--- src/design/ptor_pkg.sv ---
// types, constants and codes of the plate trail overlap recorder
package ptor_pkg;

    localparam int COORD_BITS        = 12;
    localparam int TICK_BITS         = 32;
    localparam int INDEX_BITS        = 4;
    localparam int COUNT_BITS        = 5;
    localparam int PCT_BITS          = 7;
    localparam int MAX_POSITIONS_DEF = 16;
    localparam int PERCENT_FULL      = 100;
    localparam int PADDR_BITS        = 3;
    localparam int PDATA_BITS        = 32;

    localparam logic [PCT_BITS-1:0] PCT_RESET = 7'd95;

    // item kinds
    typedef logic [1:0] t_kind;
    localparam t_kind KIND_SAMPLE = 2'd0;
    localparam t_kind KIND_CLEAR  = 2'd1;
    localparam t_kind KIND_READ   = 2'd2;

    // register index, taken from paddr above the byte lanes
    localparam logic [PADDR_BITS-3:0] REG_MIN_OVERLAP = 1'b0;

    typedef struct packed {
        logic [COORD_BITS-1:0] left;
        logic [COORD_BITS-1:0] top;
        logic [COORD_BITS-1:0] right;
        logic [COORD_BITS-1:0] bottom;
    } t_box;

    typedef struct packed {
        t_box                 box;
        logic [TICK_BITS-1:0] tick;
    } t_entry;

    typedef struct packed {
        t_kind                 kind;
        logic [COORD_BITS-1:0] left;
        logic [COORD_BITS-1:0] top;
        logic [COORD_BITS-1:0] right;
        logic [COORD_BITS-1:0] bottom;
        logic [TICK_BITS-1:0]  frame_tick;
        logic [INDEX_BITS-1:0] entry_index;
    } t_in_beat;

    typedef struct packed {
        logic                  recorded;
        logic                  rejected_overlap;
        logic                  rejected_full;
        logic [COUNT_BITS-1:0] trail_count;
        logic                  read_valid;
        logic [COORD_BITS-1:0] out_left;
        logic [COORD_BITS-1:0] out_top;
        logic [COORD_BITS-1:0] out_right;
        logic [COORD_BITS-1:0] out_bottom;
        logic [TICK_BITS-1:0]  out_tick;
    } t_out_beat;

    // status from the overlap unit back to the sequencer
    typedef struct packed {
        logic done;
        logic overlap;
    } t_ovl_stat;

endpackage

--- src/design/plate_trail_overlap_recorder.sv ---
// plate trail overlap recorder: top level with sequencer, trail and apb register
//
//   channel | direction | handshake                  | payload
//   --------+-----------+----------------------------+---------------------
//   in      | sink      | i_valid / o_ready          | i_data (t_in_beat)
//   out     | source    | o_valid / i_ready          | o_data (t_out_beat)
//   apb     | slave     | psel, penable, pwrite, ... | pwdata / prdata
//
// a sample checked against the trail goes from accept to the next o_ready through
// trail fetch, load, then the overlap unit's five multiplier passes and done
// a read goes through fetch and load, a clear or a sample into an empty trail straight to done
// synchronous active-low reset empties the trail and loads min overlap 95
// a finished beat waits in the output register; the next item is taken
// meanwhile, and only its own result stalls until the output frees up
module plate_trail_overlap_recorder #(
    parameter int MAX_POSITIONS = ptor_pkg::MAX_POSITIONS_DEF
) (
    input  logic                            i_clk,
    input  logic                            i_rst_n,
    // item channel
    input  logic                            i_valid,
    output logic                            o_ready,
    input  ptor_pkg::t_in_beat              i_data,
    // result channel
    output logic                            o_valid,
    input  logic                            i_ready,
    output ptor_pkg::t_out_beat             o_data,
    // apb register port
    input  logic                            psel,
    input  logic                            penable,
    input  logic                            pwrite,
    input  logic [ptor_pkg::PADDR_BITS-1:0] paddr,
    input  logic [ptor_pkg::PDATA_BITS-1:0] pwdata,
    output logic [ptor_pkg::PDATA_BITS-1:0] prdata,
    output logic                            pready
);
    import ptor_pkg::*;

    localparam int AW  = (MAX_POSITIONS > 1) ? $clog2(MAX_POSITIONS) : 1;
    localparam int CW  = $clog2(MAX_POSITIONS + 1);
    localparam int IXW = (CW > INDEX_BITS) ? CW : INDEX_BITS;
    localparam int OCW = (CW > COUNT_BITS) ? CW : COUNT_BITS;
    localparam int AXW = (AW > INDEX_BITS) ? AW : INDEX_BITS;

    typedef enum logic [4:0] {
        ST_IDLE  = 5'b00001,
        ST_FETCH = 5'b00010,
        ST_LOAD  = 5'b00100,
        ST_CHECK = 5'b01000,
        ST_DONE  = 5'b10000
    } t_state;

    t_state              r_state, n_state;
    t_in_beat            r_item;
    logic [CW-1:0]       r_count, n_count;
    logic [PCT_BITS-1:0] r_pct;
    t_out_beat           r_out, n_out;
    logic                r_out_valid;

    // trail memory and overlap unit hookup
    logic          rd_en;
    logic [AW-1:0] rd_addr;
    logic          wr_en;
    t_entry        wr_data;
    t_entry        rd_data;
    t_box          sample_box;
    logic          ovl_start;
    t_ovl_stat     ovl_stat;

    logic           accept_in;
    logic           out_free;
    logic           finish;
    logic           count_zero;
    logic           count_full;
    logic [CW-1:0]  last_cnt;
    logic [AXW-1:0] idx_ext;
    logic           read_hit;
    logic           take;
    logic           rej_ovl;
    logic           rej_full;
    logic [OCW-1:0] cnt_ext;
    logic           reg_sel;

    assign o_ready   = (r_state == ST_IDLE);
    assign accept_in = i_valid && o_ready;
    assign out_free  = !r_out_valid || i_ready;
    assign finish    = (r_state == ST_DONE) && out_free;

    assign count_zero = (r_count == '0);
    assign count_full = (r_count == CW'(MAX_POSITIONS));
    assign last_cnt   = r_count - CW'(1);
    assign idx_ext    = AXW'(r_item.entry_index);
    assign read_hit   = IXW'(r_item.entry_index) < IXW'(r_count);

    assign sample_box = '{left: r_item.left, top: r_item.top,
                          right: r_item.right, bottom: r_item.bottom};

    // sequencer
    always_comb begin
        n_state = r_state;
        case (r_state)
            ST_IDLE: begin
                if (accept_in) begin
                    if ((i_data.kind == KIND_SAMPLE && !count_zero) ||
                        i_data.kind == KIND_READ) begin
                        n_state = ST_FETCH;
                    end else begin
                        n_state = ST_DONE;
                    end
                end
            end
            ST_FETCH: n_state = ST_LOAD;
            ST_LOAD: begin
                n_state = (r_item.kind == KIND_SAMPLE) ? ST_CHECK : ST_DONE;
            end
            ST_CHECK: begin
                if (ovl_stat.done) begin
                    n_state = ST_DONE;
                end
            end
            ST_DONE: begin
                if (out_free) begin
                    n_state = ST_IDLE;
                end
            end
            default: n_state = ST_IDLE;
        endcase
    end

    // fetch either the last stored entry or the entry asked for
    assign rd_en     = (r_state == ST_FETCH);
    assign rd_addr   = (r_item.kind == KIND_READ) ? idx_ext[AW-1:0] : last_cnt[AW-1:0];
    assign ovl_start = (r_state == ST_LOAD) && (r_item.kind == KIND_SAMPLE);

    // decision and result beat
    always_comb begin
        take     = 1'b0;
        rej_ovl  = 1'b0;
        rej_full = 1'b0;
        n_count  = r_count;
        case (r_item.kind)
            KIND_SAMPLE: begin
                if (count_zero) begin
                    take = 1'b1;
                end else if (ovl_stat.overlap) begin
                    rej_ovl = 1'b1;
                end else if (!count_full) begin
                    take = 1'b1;
                end else begin
                    rej_full = 1'b1;
                end
                if (take) begin
                    n_count = r_count + CW'(1);
                end
            end
            KIND_CLEAR: n_count = '0;
            default: begin
            end
        endcase

        cnt_ext = OCW'(n_count);
        n_out = '0;
        n_out.recorded         = take;
        n_out.rejected_overlap = rej_ovl;
        n_out.rejected_full    = rej_full;
        n_out.trail_count      = cnt_ext[COUNT_BITS-1:0];
        if (r_item.kind == KIND_READ && read_hit) begin
            n_out.read_valid = 1'b1;
            n_out.out_left   = rd_data.box.left;
            n_out.out_top    = rd_data.box.top;
            n_out.out_right  = rd_data.box.right;
            n_out.out_bottom = rd_data.box.bottom;
            n_out.out_tick   = rd_data.tick;
        end
    end

    // append at the current count
    assign wr_en   = finish && take;
    assign wr_data = '{box: sample_box, tick: r_item.frame_tick};

    always_ff @(posedge i_clk) begin
        if (!i_rst_n) begin
            r_state     <= ST_IDLE;
            r_count     <= '0;
            r_out_valid <= 1'b0;
        end else begin
            r_state <= n_state;
            if (finish) begin
                r_count     <= n_count;
                r_out_valid <= 1'b1;
            end else if (i_ready) begin
                r_out_valid <= 1'b0;
            end
        end
    end

    always_ff @(posedge i_clk) begin
        if (accept_in) begin
            r_item <= i_data;
        end
        if (finish) begin
            r_out <= n_out;
        end
    end

    assign o_valid = r_out_valid;
    assign o_data  = r_out;

    // apb register: min overlap percent
    assign reg_sel = (paddr[PADDR_BITS-1:2] == REG_MIN_OVERLAP);
    assign pready  = 1'b1;
    assign prdata  = reg_sel ? PDATA_BITS'(r_pct) : '0;

    always_ff @(posedge i_clk) begin
        if (!i_rst_n) begin
            r_pct <= PCT_RESET;
        end else if (psel && penable && pwrite && reg_sel) begin
            r_pct <= pwdata[PCT_BITS-1:0];
        end
    end

    ptor_trail_mem #(
        .DEPTH (MAX_POSITIONS)
    ) u_trail (
        .i_clk     (i_clk),
        .i_wr_en   (wr_en),
        .i_wr_addr (r_count[AW-1:0]),
        .i_wr_data (wr_data),
        .i_rd_en   (rd_en),
        .i_rd_addr (rd_addr),
        .o_rd_data (rd_data)
    );

    ptor_overlap_unit u_overlap (
        .i_clk    (i_clk),
        .i_rst_n  (i_rst_n),
        .i_start  (ovl_start),
        .i_sample (sample_box),
        .i_stored (rd_data.box),
        .i_pct    (r_pct),
        .o_stat   (ovl_stat)
    );

endmodule

--- src/design/ptor_trail_mem.sv ---
// trail storage: one write port, one registered read port
module ptor_trail_mem #(
    parameter int DEPTH = ptor_pkg::MAX_POSITIONS_DEF,
    localparam int AW   = (DEPTH > 1) ? $clog2(DEPTH) : 1
) (
    input  logic             i_clk,
    input  logic             i_wr_en,
    input  logic [AW-1:0]    i_wr_addr,
    input  ptor_pkg::t_entry i_wr_data,
    input  logic             i_rd_en,
    input  logic [AW-1:0]    i_rd_addr,
    output ptor_pkg::t_entry o_rd_data
);
    import ptor_pkg::*;

    t_entry r_mem [DEPTH];
    t_entry r_rd_data;

    always_ff @(posedge i_clk) begin
        if (i_wr_en) begin
            r_mem[i_wr_addr] <= i_wr_data;
        end
    end

    always_ff @(posedge i_clk) begin
        if (i_rd_en) begin
            r_rd_data <= r_mem[i_rd_addr];
        end
    end

    assign o_rd_data = r_rd_data;

endmodule

--- src/design/ptor_overlap_unit.sv ---
// overlap test over one shared multiplier, one product per cycle
module ptor_overlap_unit (
    input  logic                          i_clk,
    input  logic                          i_rst_n,
    input  logic                          i_start,
    input  ptor_pkg::t_box                i_sample,
    input  ptor_pkg::t_box                i_stored,
    input  logic [ptor_pkg::PCT_BITS-1:0] i_pct,
    output ptor_pkg::t_ovl_stat           o_stat
);
    import ptor_pkg::*;

    localparam int DW     = COORD_BITS + 1;
    localparam int AREA_W = 2 * COORD_BITS + 1;
    localparam int CMP_W  = AREA_W + PCT_BITS;
    // widest product is the scaled smaller area
    localparam int MW     = CMP_W;

    typedef enum logic [6:0] {
        OS_IDLE   = 7'b0000001,
        OS_AREA_S = 7'b0000010,
        OS_AREA_C = 7'b0000100,
        OS_AREA_I = 7'b0001000,
        OS_NEED   = 7'b0010000,
        OS_HAVE   = 7'b0100000,
        OS_DECIDE = 7'b1000000
    } t_ostep;

    t_ostep r_step, n_step;
    logic   r_done;
    logic   r_overlap;
    logic   r_strict;

    logic [DW-1:0]     r_ws, r_hs, r_wc, r_hc, r_wi, r_hi;
    logic [AREA_W-1:0] r_area_s, r_area_c, r_area_i, r_smaller;
    logic [CMP_W-1:0]  r_need, r_have;

    logic [COORD_BITS-1:0] isect_l, isect_t, isect_r, isect_b;
    logic                  strict;
    logic [AREA_W-1:0]     mul_a;
    logic [DW-1:0]         mul_b;
    logic [MW-1:0]         product;

    // intersection corners
    always_comb begin
        isect_l = (i_sample.left   > i_stored.left)   ? i_sample.left   : i_stored.left;
        isect_t = (i_sample.top    > i_stored.top)    ? i_sample.top    : i_stored.top;
        isect_r = (i_sample.right  < i_stored.right)  ? i_sample.right  : i_stored.right;
        isect_b = (i_sample.bottom < i_stored.bottom) ? i_sample.bottom : i_stored.bottom;
        strict  = (isect_l < isect_r) && (isect_t < isect_b);
    end

    // operand select for the shared multiplier
    always_comb begin
        case (r_step)
            OS_AREA_S: begin
                mul_a = AREA_W'(r_ws);
                mul_b = r_hs;
            end
            OS_AREA_C: begin
                mul_a = AREA_W'(r_wc);
                mul_b = r_hc;
            end
            OS_AREA_I: begin
                mul_a = AREA_W'(r_wi);
                mul_b = r_hi;
            end
            OS_NEED: begin
                mul_a = r_smaller;
                mul_b = DW'(i_pct);
            end
            OS_HAVE: begin
                mul_a = r_area_i;
                mul_b = DW'(PERCENT_FULL);
            end
            default: begin
                mul_a = '0;
                mul_b = '0;
            end
        endcase
        product = MW'(mul_a) * MW'(mul_b);
    end

    always_comb begin
        case (r_step)
            OS_IDLE:   n_step = i_start ? OS_AREA_S : OS_IDLE;
            OS_AREA_S: n_step = OS_AREA_C;
            OS_AREA_C: n_step = OS_AREA_I;
            OS_AREA_I: n_step = OS_NEED;
            OS_NEED:   n_step = OS_HAVE;
            OS_HAVE:   n_step = OS_DECIDE;
            OS_DECIDE: n_step = OS_IDLE;
            default:   n_step = OS_IDLE;
        endcase
    end

    always_ff @(posedge i_clk) begin
        if (!i_rst_n) begin
            r_step <= OS_IDLE;
            r_done <= 1'b0;
        end else begin
            r_step <= n_step;
            r_done <= (r_step == OS_DECIDE);
        end
    end

    // intersection side lengths are only meaningful when the strict intersection exists
    always_ff @(posedge i_clk) begin
        if (r_step == OS_IDLE && i_start) begin
            r_strict <= strict;
            r_ws <= DW'(i_sample.right)  - DW'(i_sample.left) + DW'(1);
            r_hs <= DW'(i_sample.bottom) - DW'(i_sample.top)  + DW'(1);
            r_wc <= DW'(i_stored.right)  - DW'(i_stored.left) + DW'(1);
            r_hc <= DW'(i_stored.bottom) - DW'(i_stored.top)  + DW'(1);
            r_wi <= DW'(isect_r) - DW'(isect_l) + DW'(1);
            r_hi <= DW'(isect_b) - DW'(isect_t) + DW'(1);
        end
        case (r_step)
            OS_AREA_S: r_area_s <= product[AREA_W-1:0];
            OS_AREA_C: r_area_c <= product[AREA_W-1:0];
            OS_AREA_I: begin
                r_area_i  <= product[AREA_W-1:0];
                r_smaller <= (r_area_s < r_area_c) ? r_area_s : r_area_c;
            end
            OS_NEED:   r_need <= product[CMP_W-1:0];
            OS_HAVE:   r_have <= product[CMP_W-1:0];
            OS_DECIDE: r_overlap <= r_strict && (r_have >= r_need);
            default: begin
            end
        endcase
    end

    assign o_stat = '{done: r_done, overlap: r_overlap};

endmodule

--- config.mk ---
export PLATFORM = sky130hd
export DESIGN_NAME = plate_trail_overlap_recorder
export DESIGN_NICKNAME = d
export VERILOG_FILES = /design/src/design/ptor_pkg.sv /design/src/design/plate_trail_overlap_recorder.sv /design/src/design/ptor_trail_mem.sv /design/src/design/ptor_overlap_unit.sv
export SDC_FILE = /design/constraint.sdc
export NUM_CORES = 2
export LEC_CHECK = 0
export BUFFER_PORTS_ARGS = -buffer_cell sky130_fd_sc_hd__buf_2
export CAP_MARGIN = 10
export CELL_PAD_IN_SITES_DETAIL_PLACEMENT = 1
export CELL_PAD_IN_SITES_GLOBAL_PLACEMENT = 2
export CORE_MARGIN = 4
export CORE_UTILIZATION = 43
export DETAILED_ROUTE_END_ITERATION = 10
export PLACE_DENSITY_LB_ADDON = 0.05
export SYNTH_ARGS = -nofsm -noshare
export SYNTH_HDL_FRONTEND = slang
export SYNTH_SLANG_ARGS = --single-unit
--- constraint.sdc ---
create_clock -name i_clk -period 10.06 [get_ports i_clk]
set_input_delay 1.509 -clock i_clk [delete_from_list [all_inputs] [get_ports i_clk]]
set_output_delay 1.509 -clock i_clk [all_outputs]
set_load 0.005 [all_outputs]
# Word level (Yosys, flattened, before mapping)

Memories as Yosys holds them, arrays and structs flattened. A register that Yosys moved wholly into a read port is not among the register bits.
Cells that the tools add are included.
Widths: inputs -> output; s select.

Logic and storage cells: 137
Latch bits: 0
Input bits: 128
Memory bits (writable): 1280
Flip-flop bits (word level): 445
Memories: 1
Memory bits (read-only): 0
Output and inout bits: 124

Memories:

| memory        | words | bits a word | read ports | clocked after Yosys merged registers in | write ports | RTL line             | text |
|---|---|---|---|---|---|---|---|
| u_trail.r_mem | 16    | 80          | 1          | 1                                       | 1           | ptor_trail_mem.sv:16 | `t_entry r_mem [DEPTH];` |

Bitwise logic cells: 2
Add/sub/neg operators: 14
Shifts and indexed selects: 0
Order comparisons: 9
Muxes and demuxes: 31
Eq/ne operators: 19
Reduce and logical (&&, ||, !) cells: 23
Multipliers: 1
Divide/modulo/power cells: 0

Operators with widths:

| kind                  | number |
|---|---|
| $pmux 25 s5           | 1 |
| $mux 81               | 1 |
| $add 13x1->13 const B | 6 |
| $sub 12x12->13        | 6 |
| $pmux 13 s5           | 1 |
| $lt 12x12->1          | 4 |
| $mux 12               | 4 |
| $pmux 7 s6            | 1 |
| $ge 32x32->1          | 1 |
| $mul 25x13->32        | 1 |
| $mux 5                | 6 |
| $lt 25x25->1          | 1 |
| $mux 25               | 1 |
| $pmux 5 s5            | 1 |
| $gt 12x12->1          | 2 |
| $logic_and 1x1->1     | 12 |
| $mux 1                | 11 |
| $eq 5x5->1 const B    | 2 |
| $pmux 5 s2            | 1 |
| $eq 7x1->1 const B    | 1 |
| $eq 7x2->1 const B    | 1 |
| $eq 7x3->1 const B    | 1 |
| $eq 7x4->1 const B    | 1 |
| $eq 7x5->1 const B    | 1 |
| other kinds (25)      | 31 |

# Longest topological paths before layout

Word-level depth: 9
Depth in mapped cells: 28
Gate-level depth less buffers: 26

# By module

From an unflattened synthesis, not the netlist that was laid out.

Cells, all modules: 5004
Area, all modules: 83329.9 um2

By module, submodules not included:

| module                       | sequential area each (um2) | cells each | times used | area each (um2) |
|---|---|---|---|---|
| ptor_trail_mem               | 40839.2                    | 2054       | 1          | 50249.4 |
| ptor_overlap_unit            | 7487.2                     | 2489       | 1          | 25622.1 |
| plate_trail_overlap_recorder | 5615.4                     | 461        | 1          | 7458.4 |

# Worst setup path before layout

Ideal clock, no wire load.

Path kind: input port to flip-flop
From: input i_ready
To: memory u_trail.r_mem[2][0] in the netlist's numbering (enable)
Setup slack: -0.163 ns
Setup time: 0.616 ns
Arrival time: 9.606 ns
Stages on the path: 6
Buffers on the path: 0
Data required time: 9.444 ns
Cell sequence: nand2b_1 nand4_1 inv_1 and2_1 nand2_1 nor3_1

Word-level cells in the longest chain between the ends: 5

Ends and longest elaborated chain:

| what                         | RTL line                            | text |
|---|---|---|
| start: declaration           | plate_trail_overlap_recorder.sv:26  | `input logic i_ready,` |
| $logic_or 1x1->1             | plate_trail_overlap_recorder.sv:86  | `assign out_free = !r_out_valid \|\| i_ready;` |
| $logic_and 1x1->1            | plate_trail_overlap_recorder.sv:87  | `assign finish = (r_state == ST_DONE) && out_free;` |
| via finish                   | plate_trail_overlap_recorder.sv:72  | `logic finish;` |
| $logic_and 1x1->1            | plate_trail_overlap_recorder.sv:178 | `assign wr_en = finish && take;` |
| $mux 1                       | ptor_trail_mem.sv:20                | `if (i_wr_en) begin` |
| $mux 1 (implied by the code) | ptor_trail_mem.sv:21                | `r_mem[i_wr_addr] <= i_wr_data;` |
| end: declaration             | ptor_trail_mem.sv:16                |  |

The timed path passes the listed nets, and every way through them passes these cells.

# Worst setup path after layout

From: register u_overlap.r_step[2]
To: register u_overlap.r_need[30] (data pin)

Word-level cells in the longest chain between the ends: 3
Elaborated cells on any way between the ends: 8
Classes of those cells: 1 x mul; 5 x eq/ne; 2 x mux

Ends and longest elaborated chain:

| what                                              | RTL line                 | text |
|---|---|---|
| start: declaration                                | ptor_overlap_unit.sv:29  | `t_ostep r_step, n_step;` |
| start signal: assignment                          | ptor_overlap_unit.sv:102 | `r_step <= n_step;` |
| $eq 7x6->1, or another cell as far along          | ptor_overlap_unit.sv:55  | `case (r_step)` |
| $pmux 25 s5 / $pmux 13 s5 (equally long branches) | ptor_overlap_unit.sv:55  |  |
| $mul 25x13->32 *                                  | ptor_overlap_unit.sv:81  | `product = MW'(mul_a) * MW'(mul_b);` |
| via u_overlap.product[30]                         | ptor_overlap_unit.sv:42  | `logic [MW-1:0] product;` |
| end signal: assignment                            | ptor_overlap_unit.sv:125 | `OS_NEED: r_need <= product[CMP_W-1:0];` |
| end: declaration                                  | ptor_overlap_unit.sv:36  | `logic [CMP_W-1:0] r_need, r_have;` |

Mark *: on every way through the listed nets, which the timed path passes. The rest lies on a longest branch.
A chain may end at the register's enable or synchronous reset.

==> impl_results.md <==
* Clock Path Buffers at 3
* Synth area leader: edfxtp_1
* # hold bufs at CTS at 0
* Final worst slack at 1740 ps
* Postcts setup bufs at 0
* Maximum vdd drop at between 0.15 and 0.2 mV
* Ys async rst share at 0
* Sw Ratio at 0.231
* Buf/Inv on CP at 4
* Routability-driven placement congestion ratio at ~0.81
* CTS resizes at 0
* Largest cells by area after synthesis: edfxtp_1 (64%), mux4_2 (8.6%), fa_1 (5.9%)
* CTS tree: built
* Commonest cells post-synth: edfxtp_1 (1779), inv_1 (494), ha_1 (330)
* Syn-to-layout area delta at 12.2%
* Pint at ~13000 uW
* Cell variety after synth at 78
* Largest delay share family, worst path: adder cells
* Synth Cell Area at 0.0837 mm^2
* Place WS at 1500 ps
* Setup violators final at 0
* WP data required at 10620 ps
* Final wirelength at 219000 um
* Max capacitance violation total at 0
* Clock share of power at 0.395
* Grt ovf at 0
* Share of cells above drive strength 1 at 0.179
* LEAKAGE at roughly 0.034 uW
* Synth warn at 0
* Setup Skew at 25.5 ps
* # rows at 161
* Mapped Cells at 5032
* Crit Path Class: reg -> reg
* Post-route minimum period at 8320 ps
* Avg Cell Area, Syn at 16.6 um^2
* CP most frequent cell: fa_1
* Nets at 6092
* Num CTS Buffers at 181
* Tot Pwr at 16300 uW
* Sequential cell fraction of total power at 0.521
* Die ar. at 0.202 mm^2
* Data arrival, critical path at 8880 ps
* Root Driver: clkbuf_16
* Core box area at a little under 0.2 mm^2
* Number of enable flip-flop cells after synthesis at 1779
* Hold WC Path Type: reg -> reg
* Post-route ant nets at 0
* Wirelength per Cell at between 20 and 30 um
* Via density at roughly 5.4
* Run status: finished, final reports clean
* Ys flop type: edfxtp_1
* Die width at about 450 um
* Initial antenna violation count at 6
* Post-synthesis sequential area ratio at 0.645
* Unrepaired setup endpoints after global routing: no
* # IOs at between 200 and 300
* CP peak stage delay at 780 ps
* All-Layer GR Usage at 0.217
* 1st-iter DRT viols at just under 3k
* Comb pwr share at 0.084
* Clock sink count at 1805
* Slowest cell on the critical path: nor3b_4
* Worst skew pair latency at a little over 800 ps
* PortBufs at 198
* Via count at 43.9k
* Power per Cell Area at 174 mW/mm^2
* Pin count of the biggest net entering global routing at roughly 130
* Fin crit share at 0.827
* Initial core utilization at 0.434
* Chip Height at around 450 um
* Hold Fails Final Rpt at 0
* Slew Viols, Final at 0
* CP Max Fanout at 13
* CP Capture Type: flop
* Seq cells post-synth at ~1.8k
* Switch Pwr at 3760 uW
* Final TNS setup at 0 ps
* CTS H-tree depth at 4
* Slew headroom at 0.192
* Startpoint types: flop
* Global-route wire length before repair at ~320000 um
* Count leader, synth: edfxtp_1
* # fillers at 18.3k
* Number of global-route vias before repair at 48.1k
* Drt first pass iters at 5
* Actual slew at the worst max-slew pin at around 1200 ps
* Max Fclk at 120 MHz
* DRC errors left at 0
* Post-detail-place hpwl at between 100000 and 150000 um
* Clock slew at reported path FFs at 60 ps
* Synth top area share at 0.639
==> kinds of logic (layout without fill, tap and decap cells) <==
| kind of cell | count (synthesis) | in the layout | share of synthesized area |
|---|---|---|---|
| fa+ha+maj | 578 | 578 | 0.109 |
| flops | 1805 | 1805 | 0.645 |
| other cells | 2 | 79 | 0.0000898 |
| buf+inv | 708 | 1139 | 0.0365 |
| mux | 529 | 529 | 0.112 |
| xor+xnor | 85 | 85 | 0.00890 |
| compound gates | 563 | 563 | 0.0452 |
| simple gates | 762 | 762 | 0.0439 |
==> sequential cells by signal, summed over array words and instances, names as in the netlist, 5 cells and up <==
name,flops
u_trail.o_rd_data,80
u_overlap.r_need,32
u_overlap.r_hi,13
u_overlap.r_smaller,25
u_overlap.r_area_s,25
o_data,89
u_overlap.r_ws,13
u_overlap.r_area_i,25
u_overlap.r_hs,13
u_overlap.r_step,7
u_overlap.r_wc,13
r_state,5
r_count,5
u_trail.r_mem,1280
u_overlap.r_hc,13
r_pct,7
u_overlap.r_have,32
u_overlap.r_wi,13
r_item,82
u_overlap.r_area_c,25
==> cells in the final DEF (no fill, tap or decap), types with 32 or more instances in the layout <==
master and n:
nand2_1 224, conb_1 77, fa_1 248, clkinv_1 44, a22oi_1 32, mux2_2 49
edfxtp_1 1779, ha_1 330, clkinv_2 35, o21ai_0 70, clkbuf_16 184, xnor2_1 60
nor3_1 71, nor2_1 170, a211oi_1 86, a21oi_1 176, clkbuf_1 45, mux2i_1 160
buf_4 95, a21o_1 63, inv_1 492, nor2b_1 119, mux4_2 320, buf_2 198
and2_1 51
==> power groups by stage <==
stage                     Clock, uW  Combinational (uW)  Sequential (uW)
final                          6450                1370             8490
after global routing           6960                1550             8500
after CTS                      6630                1400             8490
after detailed placement          0                1380             8650
after global placement            0                1370             8650
after floorplan                   0                 986             8620
==> path summary, 6_finish.rpt <==
kind | start | to | slack [ps] | depth (start not counted)
worst max-delay path | u_overlap.r_step[2] | u_overlap.r_need[30] | 1740 | 25
worst min-delay path | u_trail.o_rd_data[31] | o_data[31] | 520 | 1
worst min register to register | u_trail.o_rd_data[31] | o_data[31] | 520 | 1
worst max register to register | u_overlap.r_step[2] | u_overlap.r_need[30] | 1740 | 25
==> per-layer routing <==
metal,share of wire,GRT usage
met1,0.44,0.294
met2,0.50,0.370
met3,0.032,0.0244
met4,0.032,0.0683
met5,0.000050,0
==> cell type report <==
cell class | instances | area (um^2) | share of cell area
timing repair buffer | 310 | 2040 | 0.0218
clock buffer | 229 | 4770 | 0.0508
sequential | 1805 | 53900 | 0.574
inverter | 494 | 1860 | 0.0198
clock inverter | 106 | 861 | 0.00917
multi-input combinational | 2594 | 27200 | 0.290
antenna | 2 | 5.00 | 0.0000533
tap | 2526 | 3160 | 0.0337
==> stage by stage <==
stage	utilization	hold slack [ps]	cells	area (um^2)
floorplan	-	460	5107	84000
global placement	0.457	506	7729	88300
detailed placement	0.457	506	7729	88300
CTS	0.487	520	8064	93900
global route	0.487	532	8065	93900
finish	0.487	518	8066	93900
(Power assumes the default switching activity.)
